==> src/rtl/aswt_pkg.sv <==
// Shared types and constants for the ARQ send window tracker.
// No dependencies; imported by aswt_cell and arq_send_window_tracker.
`default_nettype none

package aswt_pkg;

    // Window geometry
    localparam int WINDOW_SLOTS = 5;
    localparam int SEQ_W        = 16;
    localparam int CNT_W        = (WINDOW_SLOTS > 1) ? $clog2(WINDOW_SLOTS) : 1;
    localparam int DROP_W       = $clog2(WINDOW_SLOTS + 1);

    typedef logic [SEQ_W-1:0] t_seq;
    typedef logic [1:0]       t_cmd;
    typedef logic [1:0]       t_kind;

    // Slot markers and limits
    localparam t_seq SLOT_OPEN      = 16'hFFFF;
    localparam t_seq SLOT_ACKED     = 16'hFFFE;
    localparam t_seq ACK_MAX        = 16'hFFFF;
    localparam t_seq LAST_SEQ_RESET = 16'hFFFD;

    // Command codes
    localparam t_cmd CMD_SEND = 2'd0;
    localparam t_cmd CMD_ACK  = 2'd1;
    localparam t_cmd CMD_TICK = 2'd2;
    localparam t_cmd CMD_NONE = 2'd3;

    // Result kinds
    localparam t_kind KIND_SENT   = 2'd0;
    localparam t_kind KIND_FULL   = 2'd1;
    localparam t_kind KIND_ACKED  = 2'd2;
    localparam t_kind KIND_RESEND = 2'd3;

endpackage

`default_nettype wire

==> src/rtl/aswt_cell.sv <==
// One window slot of the rotating slot chain.
// Depends on aswt_pkg for the slot type and the open-slot marker.
`default_nettype none

module aswt_cell (
    input  wire            i_clk,
    input  wire            i_rst_n,
    input  wire            i_shift,
    input  aswt_pkg::t_seq i_slot,
    output aswt_pkg::t_seq o_slot
);
    import aswt_pkg::*;

    t_seq r_slot;

    // Take the neighbour's slot on every shift cycle
    always_ff @(posedge i_clk) begin
        if (!i_rst_n) begin
            r_slot <= SLOT_OPEN;
        end else if (i_shift) begin
            r_slot <= i_slot;
        end
    end

    assign o_slot = r_slot;

endmodule

`default_nettype wire

==> src/rtl/arq_send_window_tracker.sv <==
// Top level of the ARQ send window tracker: slot chain, head processing, sequencer.
// Depends on aswt_pkg and aswt_cell.
//
//   channel  | ports                                        | handshake
//   ---------+----------------------------------------------+---------------------------
//   request  | i_command, i_seq_number, i_final_packet      | start high while busy low
//   result   | o_kind, o_seq_out, o_all_acked, o_last       | o_valid for one cycle
//
// The slots rotate through a chain of WINDOW_SLOTS cells, one position per cycle, and
// the head cell is examined as it passes. Send and tick stay busy for the pass and a report
// step; an ack also rotates the retired acknowledged head slots round before its report.
// Resend results leave at most one per cycle during the rotation, the final one after it.
// Reset opens all slots, clears the ack count and sets the last sequence to 65533.
// Results cannot be held off; command 3 is accepted and ignored.
`default_nettype none

module arq_send_window_tracker (
    input  wire                i_clk,
    input  wire                i_rst_n,
    input  wire                start,
    output logic               busy,
    input  aswt_pkg::t_cmd     i_command,
    input  aswt_pkg::t_seq     i_seq_number,
    input  wire                i_final_packet,
    output logic               o_valid,
    output aswt_pkg::t_kind    o_kind,
    output aswt_pkg::t_seq     o_seq_out,
    output logic               o_all_acked,
    output logic               o_last
);
    import aswt_pkg::*;

    typedef enum logic [1:0] {ST_IDLE, ST_PASS, ST_ALIGN, ST_REPORT} t_state;

    t_state            r_state, n_state;
    logic [CNT_W-1:0]  r_cnt, n_cnt;
    logic [DROP_W-1:0] r_drop, n_drop;
    t_cmd              r_cmd, n_cmd;
    t_seq              r_seq, n_seq;
    logic              r_fin, n_fin;
    logic              r_placed, n_placed;
    logic              r_lead, n_lead;
    logic              r_pend_valid, n_pend_valid;
    t_seq              r_pend_seq, n_pend_seq;
    t_seq              r_ack_count, n_ack_count;
    t_seq              r_last_seq, n_last_seq;
    logic              n_valid, n_all_acked, n_last;
    t_kind             n_kind;
    t_seq              n_seq_out;

    t_seq              w_slot [WINDOW_SLOTS];
    t_seq              w_tail;
    t_seq              w_marked;
    logic              w_shift;
    logic              w_seq_ok;
    logic              w_head_out;

    // Slot chain: each cell takes its neighbour, the last cell takes the processed head
    for (genvar g = 0; g < WINDOW_SLOTS; g++) begin : g_cell
        if (g == WINDOW_SLOTS - 1) begin : g_last
            aswt_cell u_cell (
                .i_clk   (i_clk),
                .i_rst_n (i_rst_n),
                .i_shift (w_shift),
                .i_slot  (w_tail),
                .o_slot  (w_slot[g])
            );
        end else begin : g_mid
            aswt_cell u_cell (
                .i_clk   (i_clk),
                .i_rst_n (i_rst_n),
                .i_shift (w_shift),
                .i_slot  (w_slot[g+1]),
                .o_slot  (w_slot[g])
            );
        end
    end

    assign w_shift    = (r_state == ST_PASS) || (r_state == ST_ALIGN);
    assign w_seq_ok   = (r_seq < SLOT_ACKED);
    assign w_head_out = (w_slot[0] != SLOT_OPEN) && (w_slot[0] != SLOT_ACKED);
    assign w_marked   = (w_seq_ok && (w_slot[0] == r_seq)) ? SLOT_ACKED : w_slot[0];
    assign busy       = (r_state != ST_IDLE);

    // Sequencer and head processing
    always_comb begin
        n_state      = r_state;
        n_cnt        = r_cnt;
        n_drop       = r_drop;
        n_cmd        = r_cmd;
        n_seq        = r_seq;
        n_fin        = r_fin;
        n_placed     = r_placed;
        n_lead       = r_lead;
        n_pend_valid = r_pend_valid;
        n_pend_seq   = r_pend_seq;
        n_ack_count  = r_ack_count;
        n_last_seq   = r_last_seq;
        w_tail       = w_slot[0];
        n_valid      = 1'b0;
        n_kind       = KIND_SENT;
        n_seq_out    = r_seq;
        n_all_acked  = (r_ack_count > r_last_seq);
        n_last       = 1'b0;

        case (r_state)
            ST_IDLE: begin
                if (start && (i_command != CMD_NONE)) begin
                    n_state      = ST_PASS;
                    n_cnt        = '0;
                    n_drop       = '0;
                    n_cmd        = i_command;
                    n_seq        = i_seq_number;
                    n_fin        = i_final_packet;
                    n_placed     = 1'b0;
                    n_lead       = 1'b1;
                    n_pend_valid = 1'b0;
                end
            end

            ST_PASS: begin
                case (r_cmd)
                    CMD_SEND: begin
                        // First open slot takes the sequence
                        if (!r_placed && w_seq_ok && (w_slot[0] == SLOT_OPEN)) begin
                            w_tail   = r_seq;
                            n_placed = 1'b1;
                        end
                    end
                    CMD_ACK: begin
                        // Mark and count a match, retire leading acknowledged slots
                        if ((w_marked == SLOT_ACKED) && (w_slot[0] != SLOT_ACKED)
                            && (r_ack_count != ACK_MAX)) begin
                            n_ack_count = r_ack_count + 16'd1;
                        end
                        if (r_lead && (w_marked == SLOT_ACKED)) begin
                            w_tail = SLOT_OPEN;
                            n_drop = r_drop + DROP_W'(1);
                        end else begin
                            n_lead = 1'b0;
                            w_tail = w_marked;
                        end
                    end
                    CMD_TICK: begin
                        // Hold one resend back so the final one can be flagged
                        if (w_head_out) begin
                            if (r_pend_valid) begin
                                n_valid   = 1'b1;
                                n_kind    = KIND_RESEND;
                                n_seq_out = r_pend_seq;
                            end
                            n_pend_valid = 1'b1;
                            n_pend_seq   = w_slot[0];
                        end
                    end
                    default: begin
                    end
                endcase
                n_cnt = r_cnt + CNT_W'(1);
                if (r_cnt == CNT_W'(WINDOW_SLOTS - 1)) begin
                    n_cnt   = '0;
                    n_state = (n_drop != '0) ? ST_ALIGN : ST_REPORT;
                end
            end

            ST_ALIGN: begin
                // Rotate the opened slots round to the tail
                n_drop = r_drop - DROP_W'(1);
                if (r_drop == DROP_W'(1)) begin
                    n_state = ST_REPORT;
                end
            end

            ST_REPORT: begin
                n_state = ST_IDLE;
                n_last  = 1'b1;
                case (r_cmd)
                    CMD_SEND: begin
                        if (r_placed && r_fin) begin
                            n_last_seq = r_seq;
                        end
                        n_valid = 1'b1;
                        n_kind  = (r_placed || !w_seq_ok) ? KIND_SENT : KIND_FULL;
                    end
                    CMD_ACK: begin
                        n_valid = 1'b1;
                        n_kind  = KIND_ACKED;
                    end
                    CMD_TICK: begin
                        n_valid   = r_pend_valid;
                        n_kind    = KIND_RESEND;
                        n_seq_out = r_pend_seq;
                    end
                    default: begin
                    end
                endcase
                n_all_acked = (r_ack_count > n_last_seq);
            end

            default: begin
                n_state = ST_IDLE;
            end
        endcase
    end

    // State and registered results
    always_ff @(posedge i_clk) begin
        if (!i_rst_n) begin
            r_state      <= ST_IDLE;
            r_ack_count  <= '0;
            r_last_seq   <= LAST_SEQ_RESET;
            r_pend_valid <= 1'b0;
            o_valid      <= 1'b0;
        end else begin
            r_state      <= n_state;
            r_ack_count  <= n_ack_count;
            r_last_seq   <= n_last_seq;
            r_pend_valid <= n_pend_valid;
            o_valid      <= n_valid;
        end
        r_cnt       <= n_cnt;
        r_drop      <= n_drop;
        r_cmd       <= n_cmd;
        r_seq       <= n_seq;
        r_fin       <= n_fin;
        r_placed    <= n_placed;
        r_lead      <= n_lead;
        r_pend_seq  <= n_pend_seq;
        o_kind      <= n_kind;
        o_seq_out   <= n_seq_out;
        o_all_acked <= n_all_acked;
        o_last      <= n_last;
    end

`ifndef SYNTHESIS
    // Retiring head slots only happens on an ack
    a_align_ack: assert property (@(posedge i_clk) disable iff (!i_rst_n)
        (r_state == ST_ALIGN) |-> (r_cmd == CMD_ACK))
        else $error("head retire outside an ack");

    // Only resends may come as a run; every other result is the final one
    a_single_last: assert property (@(posedge i_clk) disable iff (!i_rst_n)
        (o_valid && (o_kind != KIND_RESEND)) |-> o_last)
        else $error("single result without final flag");

    // Nothing follows the final result of a request
    a_quiet_after_last: assert property (@(posedge i_clk) disable iff (!i_rst_n)
        (o_valid && o_last) |=> !o_valid)
        else $error("result after final result");

    // A send or ack request always keeps the block busy for its pass
    a_busy_after_start: assert property (@(posedge i_clk) disable iff (!i_rst_n)
        (start && !busy && ((i_command == CMD_SEND) || (i_command == CMD_ACK)))
        |=> (busy && (r_state == ST_PASS)))
        else $error("request not taken into the pass");
`endif

endmodule

`default_nettype wire
==> config.mk <==
export PLATFORM = sky130hd
export DESIGN_NAME = arq_send_window_tracker
export DESIGN_NICKNAME = d
export VERILOG_FILES = /design/src/rtl/aswt_pkg.sv /design/src/rtl/aswt_cell.sv /design/src/rtl/arq_send_window_tracker.sv
export SDC_FILE = /design/constraint.sdc
export NUM_CORES = 1
export LEC_CHECK = 0
export BUFFER_PORTS_ARGS = -buffer_cell sky130_fd_sc_hd__buf_2
export CORE_MARGIN = 2
export CORE_UTILIZATION = 40
export CTS_CLUSTER_SIZE = 12
export DETAILED_ROUTE_END_ITERATION = 16
export GPL_TIMING_DRIVEN = 1
export PLACE_DENSITY = 0.53
export SETUP_SLACK_MARGIN = 0.5
export SLEW_MARGIN = 10
export SYNTH_ARGS = -nofsm -noshare
export SYNTH_HDL_FRONTEND = slang
export SYNTH_SLANG_ARGS = --single-unit
==> constraint.sdc <==
create_clock -name i_clk -period 3.3 [get_ports i_clk]
set_clock_uncertainty 0.1 [all_clocks]
set_input_delay 0.33 -clock i_clk [delete_from_list [all_inputs] [get_ports i_clk]]
set_output_delay 0.33 -clock i_clk [all_outputs]
set_load 0.02 [all_outputs]
**Word level (Yosys, flattened, before mapping)**

Cells that the tools add are included.

- Equality and inequality tests: 23
- Muxes and demuxes: 49
- $lt $le $gt $ge: 3
- Add/sub/neg operators: 4
- Reductions and logical operators: 29

Operators with widths:

| kind | count |
|---|---|
| two-way mux 16 bit | 11 |
| one-hot mux 16 bit (2 select lines) | 2 |
| inequality test 16 bit, second input constant | 3 |
| equality test 16 bit, second input constant | 2 |
| > comparator 16 bit | 2 |
| adder 16 x 1 -> 16 bit, second input constant | 1 |
| equality test 16 bit | 1 |
| less-than comparator 16 bit, second input constant | 1 |
| two-way mux 1 bit | 15 |
| two-way mux 3 bit | 5 |
| two-way mux 2 bit | 6 |
| inequality test 2 x 1 -> 1 bit, second input constant | 6 |
| AND reduction 4 bit | 3 |
| one-hot mux 1 bit (2 select lines) | 5 |
| logical AND 1 bit | 9 |
| one-hot mux 3 bit (3 select lines) | 1 |
| AND reduction 3 bit | 3 |
| inequality test 2 bit, second input constant | 4 |
| one-hot mux 2 bit (4 select lines) | 1 |
| adder 3 x 1 -> 3 bit, second input constant | 2 |
| equality test 2 bit, second input constant | 3 |
| one-hot mux 2 bit (3 select lines) | 1 |
| one-hot mux 3 bit (2 select lines) | 1 |
| AND reduction 2 bit | 3 |
| other kinds (11) | 17 |

- Input port bits: 22
- Bits in registers: 179

**Longest topological paths before layout**

Gate-level depths: netlist of the first run.

- Depth in word-level cells: 12
- Mapped depth: 12

**Cells and area by module**

Synthesis of the first run repeated with hierarchy kept, for this count alone.

- Cell total of the unflattened synthesis: 859
- Area, all modules: 8,710.9 um2

By module, submodules not included:

| module | seq. area each (um2) | times used | cells an instance | area an instance (um2) |
|---|---|---|---|---|
| arq_send_window_tracker | 2,412.3 | 1 | 599 | 5,808.1 |
| aswt_cell | 320.3 | 5 | 52 | 580.6 |

**Worst setup path after synthesis of the first run**

OpenSTA, ideal clock, no wires.

- Path type: register to register
- From: register r_cmd[0]
- To: register o_all_acked
- Setup slack: 0.235 ns
- Clock period less this slack: 3.065 ns
- Cell stages (with the launch flop): 13
- Arrival: 2.830 ns
- Cells stage by stage: edfxtp_1 -> inv_1 -> ha_1 -> nand3_1 -> clkbuf_1 -> mux2i_1 -> ha_1 -> nor2b_1 -> o21a_1 -> o211ai_1 -> a31oi_1 -> o311ai_0 -> o31ai_1

- Cells in the longest elaborated chain, start to end: 5

RTL lines:

| item | line | text |
|---|---|---|
| start: declaration | arq_send_window_tracker.sv:38 | `t_cmd r_cmd, n_cmd;` |
| start signal: assignment | arq_send_window_tracker.sv:223 | `r_cmd <= n_cmd;` |
| zero test 2 bit | arq_send_window_tracker.sv:177 | `case (r_cmd)` |
| two-way mux 16 bit | arq_send_window_tracker.sv:177 |  |
| two-way mux 16 bit | arq_send_window_tracker.sv:106 | `case (r_state)` |
| > comparator 16 bit | arq_send_window_tracker.sv:197 | `n_all_acked = (r_ack_count > n_last_seq);` |
| two-way mux 1 bit | arq_send_window_tracker.sv:106 |  |
| via n_all_acked | arq_send_window_tracker.sv:47 | `logic n_valid, n_all_acked, n_last;` |
| end signal: assignment | arq_send_window_tracker.sv:231 | `o_all_acked <= n_all_acked;` |
| end: declaration | arq_send_window_tracker.sv:28 | `output logic o_all_acked,` |

The timed path passes the listed nets, and every way through them passes these cells. The select of a mux whose other input is x is not followed.
A chain may end at the register's enable or synchronous reset.

**Worst setup path after layout of the first run**

- From: register r_cmd[1]
- To: register o_all_acked

The elaborated chain is that of the path after synthesis.

==> metrics.md, run 1 <==
| Metric | Value |
|---|---|
| Status | finished clean |
| FMAX | 0.3686 GHz |
| Minimum clock period | 2713 ps |
| TritonCTS clock tree | built |
| Via count | 6,463 |
| Final Hold Fails | 0 |
| Mapped Area | 8593 um2 |
| Hold Worst Slack | 193.4 ps |
| Final Cycle Share | 82.22% |
| Gate Count Post-Synth | 868 |
| Vias in the first global route | 6,180 |
| Routed WL | 21.35 mm |
| Worst path top cell family by delay | compound AO/OA/AOI/OAI gates |
| Avg Synthesized Cell Area | 9.900 um2 |
| Die height | 150.6 um |
| Clk pin slew, worst setup/hold paths | 80 ps |
| Antenna diodes | 0 |
| Initial DRT Pass Iterations | 4 |
| First-pass GRT wire length | 34.42 mm |
| Crit path top cell by count | a21oi_1 |
| FILL cells | 1,966 |
| Pwr/cell area | 714.0 nW/um2 |
| Setup violations, final | 0 |
| WP data required | 3510 ps |
| Unrepaired setup endpoints after global routing | yes |
| Kind of start point of the critical path | flop |
| Clock Tree Buf Depth | 2 |
| VDD IR-drop max | 346.3 uV |
| Vias per std cell | 5.289 |
| Root buf cell | clkbuf_16 |
| DRC violations left | 0 |
| Max_cap viols | 0 |
| WS Path Type | flop to flop |
| Largest net degree at the start of global routing | 48 |
| Final ANT Viol Nets | 0 |
| WP data arrival | 2920 ps |
| Synth unique cells | 55 |
| Number of synthesized flops with an enable pin | 43 |
| Max_slew headroom | 43.13% |
| Post-DP HPWL | 15.20 mm |
| IO Pins | 44 |
| Main flop type after synthesis | dfxtp_1 |
| Critical path's slowest cell | edfxtp_1 |
| GRT overflow | 0 |
| CTS sink cnt | 179 |
| Worst path max stage delay | 430 ps |
| GPL Wtd Cong | 0.8071 |
| Critical Path End Type | flop |
| Setup TNS | 0 ps |
| Die area | 22,670 um2 |
| Crit-path cells | inv_1 -> ha_2 -> nand3_4 -> buf_4 -> mux2i_1 -> ha_1 -> a21oi_1 -> nor2b_1 -> o21ai_0 -> a21oi_1 -> o311ai_0 -> o31ai_1 |
| Async SR Flop Fraction | 0% |
| Max Slew Vio Count | 0 |
| TritonCTS Buffers | 17 |
| Post-synthesis register bit count | 179 |
| Initial antenna violation count | 0 |
| Layout cells sized above 1 | 12.46% |
| Routed len/inst | 17.47 um |
| Worst min-delay path class | input port to flop |
| Sequential share of the synthesized area | 46.71% |
| Insertion delay to the later sink of the worst-skew pair | 440 ps |
| Total global-route track usage | 19.66% |
| Worst Tran Pin Value | 853.0 ps |
| Buffers added on ports | 43 |
| Yosys warnings | 0 |
| Site row count | 53 |
| Nets@finish | 1,003 |
| Post-synthesis net count | 937 |
| Die W | 150.6 um |
| H-tree depth | 4 |
| Leakage | 4.212 nW |
| Buf+Inv Stages, Crit Path | 2 |
| Area Growth Syn to Fin | 17.21% |
| Core footprint | 21,020 um2 |
| DRT iter0 DRCs | 417 |
| Starting density of the core | 40.88% |
| Worst-path fanout max | 8 |
## cell type report
class | instances | area (um2) | share of cell area (%)
clock buffers | 17 | 425.4 | 4.224
repair buffers | 94 | 648.1 | 6.435
clock inverters | 15 | 205.2 | 2.037
flip-flops and latches | 179 | 4014 | 39.85
multi-input cells | 597 | 4267 | 42.36
inverters | 45 | 168.9 | 1.677
well taps | 275 | 344.1 | 3.416
## synthesized netlist by cell type (3+ instances only)
cell / number / area, um2
dfxtp_1: 136 / 2723
nand2_1: 136 / 510.5
mux2i_1: 114 / 1141
o21ai_0: 50 / 250.2
ha_1: 47 / 588.1
inv_1: 44 / 165.2
edfxtp_1: 43 / 1291
clkbuf_1: 34 / 127.6
a21oi_1: 28 / 140.1
o211ai_1: 19 / 142.6
nand4_1: 17 / 106.4
nor2_1: 17 / 63.81
o221ai_1: 17 / 148.9
a211o_1: 12 / 105.1
nand2b_1: 11 / 68.82
nand3_1: 11 / 55.05
xnor2_1: 11 / 96.34
buf_1: 9 / 33.78
xor2_1: 9 / 78.83
a21boi_0: 8 / 60.06
and2_1: 7 / 43.79
nor3_1: 7 / 35.03
o31ai_1: 7 / 52.55
nor2b_1: 6 / 37.54
or3_1: 6 / 37.54
and3_1: 5 / 31.28
and4_1: 5 / 43.79
nor4_1: 5 / 31.28
o21a_1: 5 / 37.54
a31oi_1: 4 / 25.02
buf_2: 4 / 20.02
o311ai_0: 4 / 35.03
a221oi_1: 3 / 26.28
o41ai_1: 3 / 26.28
## sequential cells by signal, summed over array words and instances (netlist names)
| register | count |
|---|---|
| g_cell.g_last.u_cell.o_slot | 16 |
| g_cell.g_mid.u_cell.o_slot | 64 |
| o_all_acked | 1 |
| o_kind | 2 |
| o_last | 1 |
| o_seq_out | 16 |
| o_valid | 1 |
| r_ack_count | 16 |
| r_cmd | 2 |
| r_cnt | 3 |
| r_drop | 3 |
| r_fin | 1 |
| r_last_seq | 16 |
| r_lead | 1 |
| r_pend_seq | 16 |
| r_pend_valid | 1 |
| r_placed | 1 |
| r_seq | 16 |
| r_state | 2 |
## final timing paths
path	start	endpoint	slack, ps	cells past startpoint
setup reg to reg	r_cmd[1]	o_all_acked	590	12
setup / recovery	r_cmd[1]	o_all_acked	590	12
hold / removal	i_rst_n	g_cell[0].g_mid.u_cell.o_slot[14]	190	2
hold reg to reg	g_cell[3].g_mid.u_cell.o_slot[10]	g_cell[2].g_mid.u_cell.o_slot[10]	370	2
## logic make-up (layout without fill, tap and decap cells)
kind of cell | Yosys count | in the layout | share of synthesized area, %
AND/OR/NAND/NOR | 242 | 242 | 13.26
flip-flops | 179 | 179 | 46.71
AO/OA/AOI/OAI | 173 | 173 | 13.66
multiplexers | 115 | 115 | 13.41
buffers and inverters | 92 | 171 | 4.077
adder cells (fa/ha/maj) | 47 | 47 | 6.843
XOR/XNOR | 20 | 20 | 2.038
## cells in the final DEF (no fill, tap or decap), types with 6 or more instances in the layout
master         instances
mux2i_1              114
or3_1                  6
a211o_1               12
ha_1                  45
buf_2                 42
xnor2_1               11
and2_1                 7
nand4_1               17
inv_1                 44
a21oi_1               28
nand2b_1              11
edfxtp_1              43
clkbuf_16             17
nor2_1                15
a21boi_0               8
dlygate4sd3_1         19
xor2_1                 9
o31ai_1                7
buf_4                 33
o211ai_1              19
o221ai_1              17
nand3_1               10
nor2b_1                6
dfxtp_1              136
o21ai_0               50
nor3_1                 6
nand2_1              136
## layer usage
metal | track usage, % | vias to the layer above | wire length (um)
li1 | - | 3286 | -
met1 | 27.11 | 3061 | 10570
met2 | 32.14 | 100 | 9933
met3 | 2.758 | 16 | 591
met4 | 5.701 | 0 | 253
met5 | 0 | - | 0
## repair_timing
| item | CTS | global route |
|---|---|---|
| hold endpoints to repair | 19 | 0 |
| hold buffers | 19 | 0 |
| setup buffers | 2 | 0 |
| endpoints found under the setup margin | 1 | 4 |
| pin swaps | 1 | 0 |
| resized for setup | 1 | 3 |
## power breakdown
group | switching (mW) | internal, mW | leakage [nW]
Combinational | 1.34 | 0.897 | 2.35
Clock | 1.03 | 1.11 | 0.309
Sequential | 0.231 | 2.59 | 1.55
## through the flow
| step | power (mW) | instance area (um2) | instances | utilization [%] | setup WS [ps] |
|---|---|---|---|---|---|
| 4_1_cts | 7.263 | 10060 | 1222 | 47.87 | 566.6 |
| 6_report | 7.192 | 10070 | 1222 | 47.91 | 586.7 |
| 3_5_place_dp | 5.095 | 9219 | 1169 | 43.85 | 337.7 |
| 2_1_floorplan | 4.436 | 8608 | 868 | - | 607.5 |
| 3_3_place_gp | 5.101 | 9219 | 1169 | 43.85 | 371.8 |
| 5_1_grt | 7.578 | 10070 | 1222 | 47.91 | 440.3 |
Power figures use the tool's default switching activity.
==> inputs of run 2 (changes only) <==
- clock period: 3.3 -> 2.65 ns (I/O delays scaled with it)
==> run 2 against run 1 <==
Effect of this change:
- via count is 5.7% higher
- critical path depth decreased by 2
- cell count up 4.5%
- worst hold slack worse by 150 ps
- utilization grew 3.1 points
- non-clock buffer count rose by 54
- count of clock-buffer cells in the layout unchanged
==> metrics.md, run 2 (synthesis gave the netlist of run 1 again) <==
| Metric | Value |
|---|---|
| Buffers added on ports | 43 (unchanged) |
| DRT iter0 DRCs | 457 (+9.6%) |
| Final Cycle Share | 94.17% (+12 points) |
| FMAX | 0.4007 GHz (+8.7%) |
| Max FFs per register | 64 (unchanged) |
| GRT overflow | 0 (unchanged) |
| Pwr/cell area | 842.9 nW/um2 (+18%) |
| Clock Tree Buf Depth | 2 (unchanged) |
| Initial DRT Pass Iterations | 5 (+1) |
| Minimum clock period | 2496 ps (-217.6 ps) |
| Placement Setup Slack | 98.15 ps (-239.6 ps) |
| WP data required | 2850 ps (-660 ps) |
| Routed WL | 22.99 mm (+7.6%) |
| Insertion delay to the later sink of the worst-skew pair | 430 ps (about the same) |
| Final ANT Viol Nets | 0 (unchanged) |
| Die area | 22,670 um2 (unchanged) |
| Max_cap viols | 0 (unchanged) |
| Total global-route track usage | 20.55% (+0.89 points) |
| TritonCTS Buffers | 17 (unchanged) |
| Antenna diodes | 0 (unchanged) |
| Buf+Inv Stages, Crit Path | 1 (-1) |
| Final Non-Filler Cells | 1,277 (+4.5%) |
| Leakage | 4.537 nW (+7.7%) |
| IO Pins | 44 (unchanged) |
| Kind of start point of the critical path | flop |
| GPL Wtd Cong | 0.8353 (+3.5%) |
| Site row count | 53 (unchanged) |
| Root buf cell | clkbuf_16 |
| Unrepaired setup endpoints after global routing | yes |
| Worst min-delay path class | input port to flop |
| Nets@finish | 1,058 (+5.5%) |
| PnR worst setup slack | 154.4 ps (-432.4 ps) |
| Largest net degree at the start of global routing | 54 (+13%) |
| FILL cells | 1,903 (-3.2%) |
| WP data arrival | 2700 ps (-220 ps) |
| Max_slew headroom | 47.08% (+3.9 points) |
| Worst path top cell family by delay | compound AO/OA/AOI/OAI gates |
| VDD IR-drop max | 436.0 uV (+26%) |
| Starting density of the core | 40.88% (unchanged) |
| Post-Place Cells | 1,183 (+1.2%) |
| Vias in the first global route | 6,458 (+4.5%) |
| Final core occ | 50.99% (+3.1 points) |
| Post-DP HPWL | 15.53 mm (+2.2%) |
| DRC violations left | 0 (unchanged) |
| Worst Tran Pin Value | 793.0 ps (-60.05 ps) |
| CTS sink cnt | 179 (unchanged) |
| Final Hold Fails | 0 (unchanged) |
| Core footprint | 21,020 um2 (unchanged) |
| Routed len/inst | 18.00 um (+3.0%) |
| WS Path Type | flop to flop |
| Status | finished clean |
| Crit-path cells | inv_2 -> ha_4 -> nand3_4 -> mux2i_2 -> ha_1 -> or3_1 -> o2111ai_1 -> a21oi_1 -> o311ai_1 -> o31ai_1 |
| Worst-path fanout max | 6 (-2) |
| First-pass GRT wire length | 35.69 mm (+3.7%) |
| H-tree depth | 4 (unchanged) |
| Initial antenna violation count | 0 (unchanged) |
| Die height | 150.6 um (unchanged) |
| TritonCTS clock tree | built |
| Critical path's slowest cell | edfxtp_1 |
| Die W | 150.6 um (unchanged) |
| Setup violations, final | 0 (unchanged) |
| Max Slew Vio Count | 0 (unchanged) |
| Clk pin slew, worst setup/hold paths | 70 ps (about the same) |
| Layout cells sized above 1 | 21.46% (+9.0 points) |
| Via count | 6,831 (+5.7%) |
| Most common cell after layout, fill and taps aside | nand2_1 |
| Most frequent cells in the layout | nand2_1, dfxtp_1, mux2i_1 |
| Area Growth Syn to Fin | 24.72% |
| Critical Path End Type | flop |
| Vias per std cell | 5.349 (+1.1%) |
| Worst path max stage delay | 410 ps (-20 ps) |
-- run 2: changes by cell type in the layout (fill, tap and decap cells not counted), sizes merged --
cell,delta
buf,+54
clkinv,-1
inv,+1
nand3,+1
-- run 2: metal layers --
layer	global-route usage [%]	part of all wire [%]	wire [um]
met5	0	0	0
met3	3.636	4.3	988
met1	28.12	47	10740
met2	33.16	47	10740
met4	6.262	2.2	516
-- run 2: per-stage QoR --
step	setup TNS, ps	instance area (um2)	hold WS (ps)	power (mW)
finish	0	10720	47.37	9.034
global route	-17.72	10720	34.36	9.549
detailed placement	0	9388	343.7	6.396
CTS	0	10540	31.94	9.079
global placement	0	9385	342.5	6.378
floorplan	0	8683	263.9	5.547
-- run 2: power breakdown --
group	switching, mW	leakage (nW)	internal [mW]
registers	0.271	1.55	3.23
clock network	1.18	0.292	1.34
logic	1.79	2.69	1.22
-- run 2: final timing paths --
check | startpoint | to | slack [ps] | cells after the start
worst max-delay path | r_cmd[0] | o_all_acked | 150 | 10
worst min-delay path | i_rst_n | g_cell[0].g_mid.u_cell.o_slot[12] | 50 | 2
worst max register to register | r_cmd[0] | o_all_acked | 150 | 10
worst min register to register | g_cell[3].g_mid.u_cell.o_slot[0] | g_cell[3].g_mid.u_cell.o_slot[0] | 370 | 2
-- run 2: layout make-up --
| class | count | area, um2 | share of cell area (%) |
|---|---|---|---|
| clock buffers | 17 | 425.4 | 3.969 |
| clock inverters | 15 | 160.2 | 1.494 |
| inverters | 45 | 168.9 | 1.576 |
| multi-input cells | 598 | 4468 | 41.69 |
| flip-flops and latches | 179 | 4036 | 37.66 |
| well taps | 275 | 344.1 | 3.210 |
| repair buffers | 148 | 1115 | 10.40 |
-- run 2: worst register-to-register path: stages, from the launching register on --
cell and delay [ps]:
edfxtp_1 410, inv_2 100, ha_4 170, nand3_4 140
mux2i_2 270, ha_1 280, or3_1 350, o2111ai_1 100
a21oi_1 70, o311ai_1 280, o31ai_1 100
-- run 2: what timing repair did --
item,in CTS,in global routing
hold buffers,19,0
gates cloned,2,0
gates resized for setup,35,28
buffers inserted,33,8
pin swaps,17,9
endpoints found under the setup margin,47,40
hold endpoints to repair,19,0
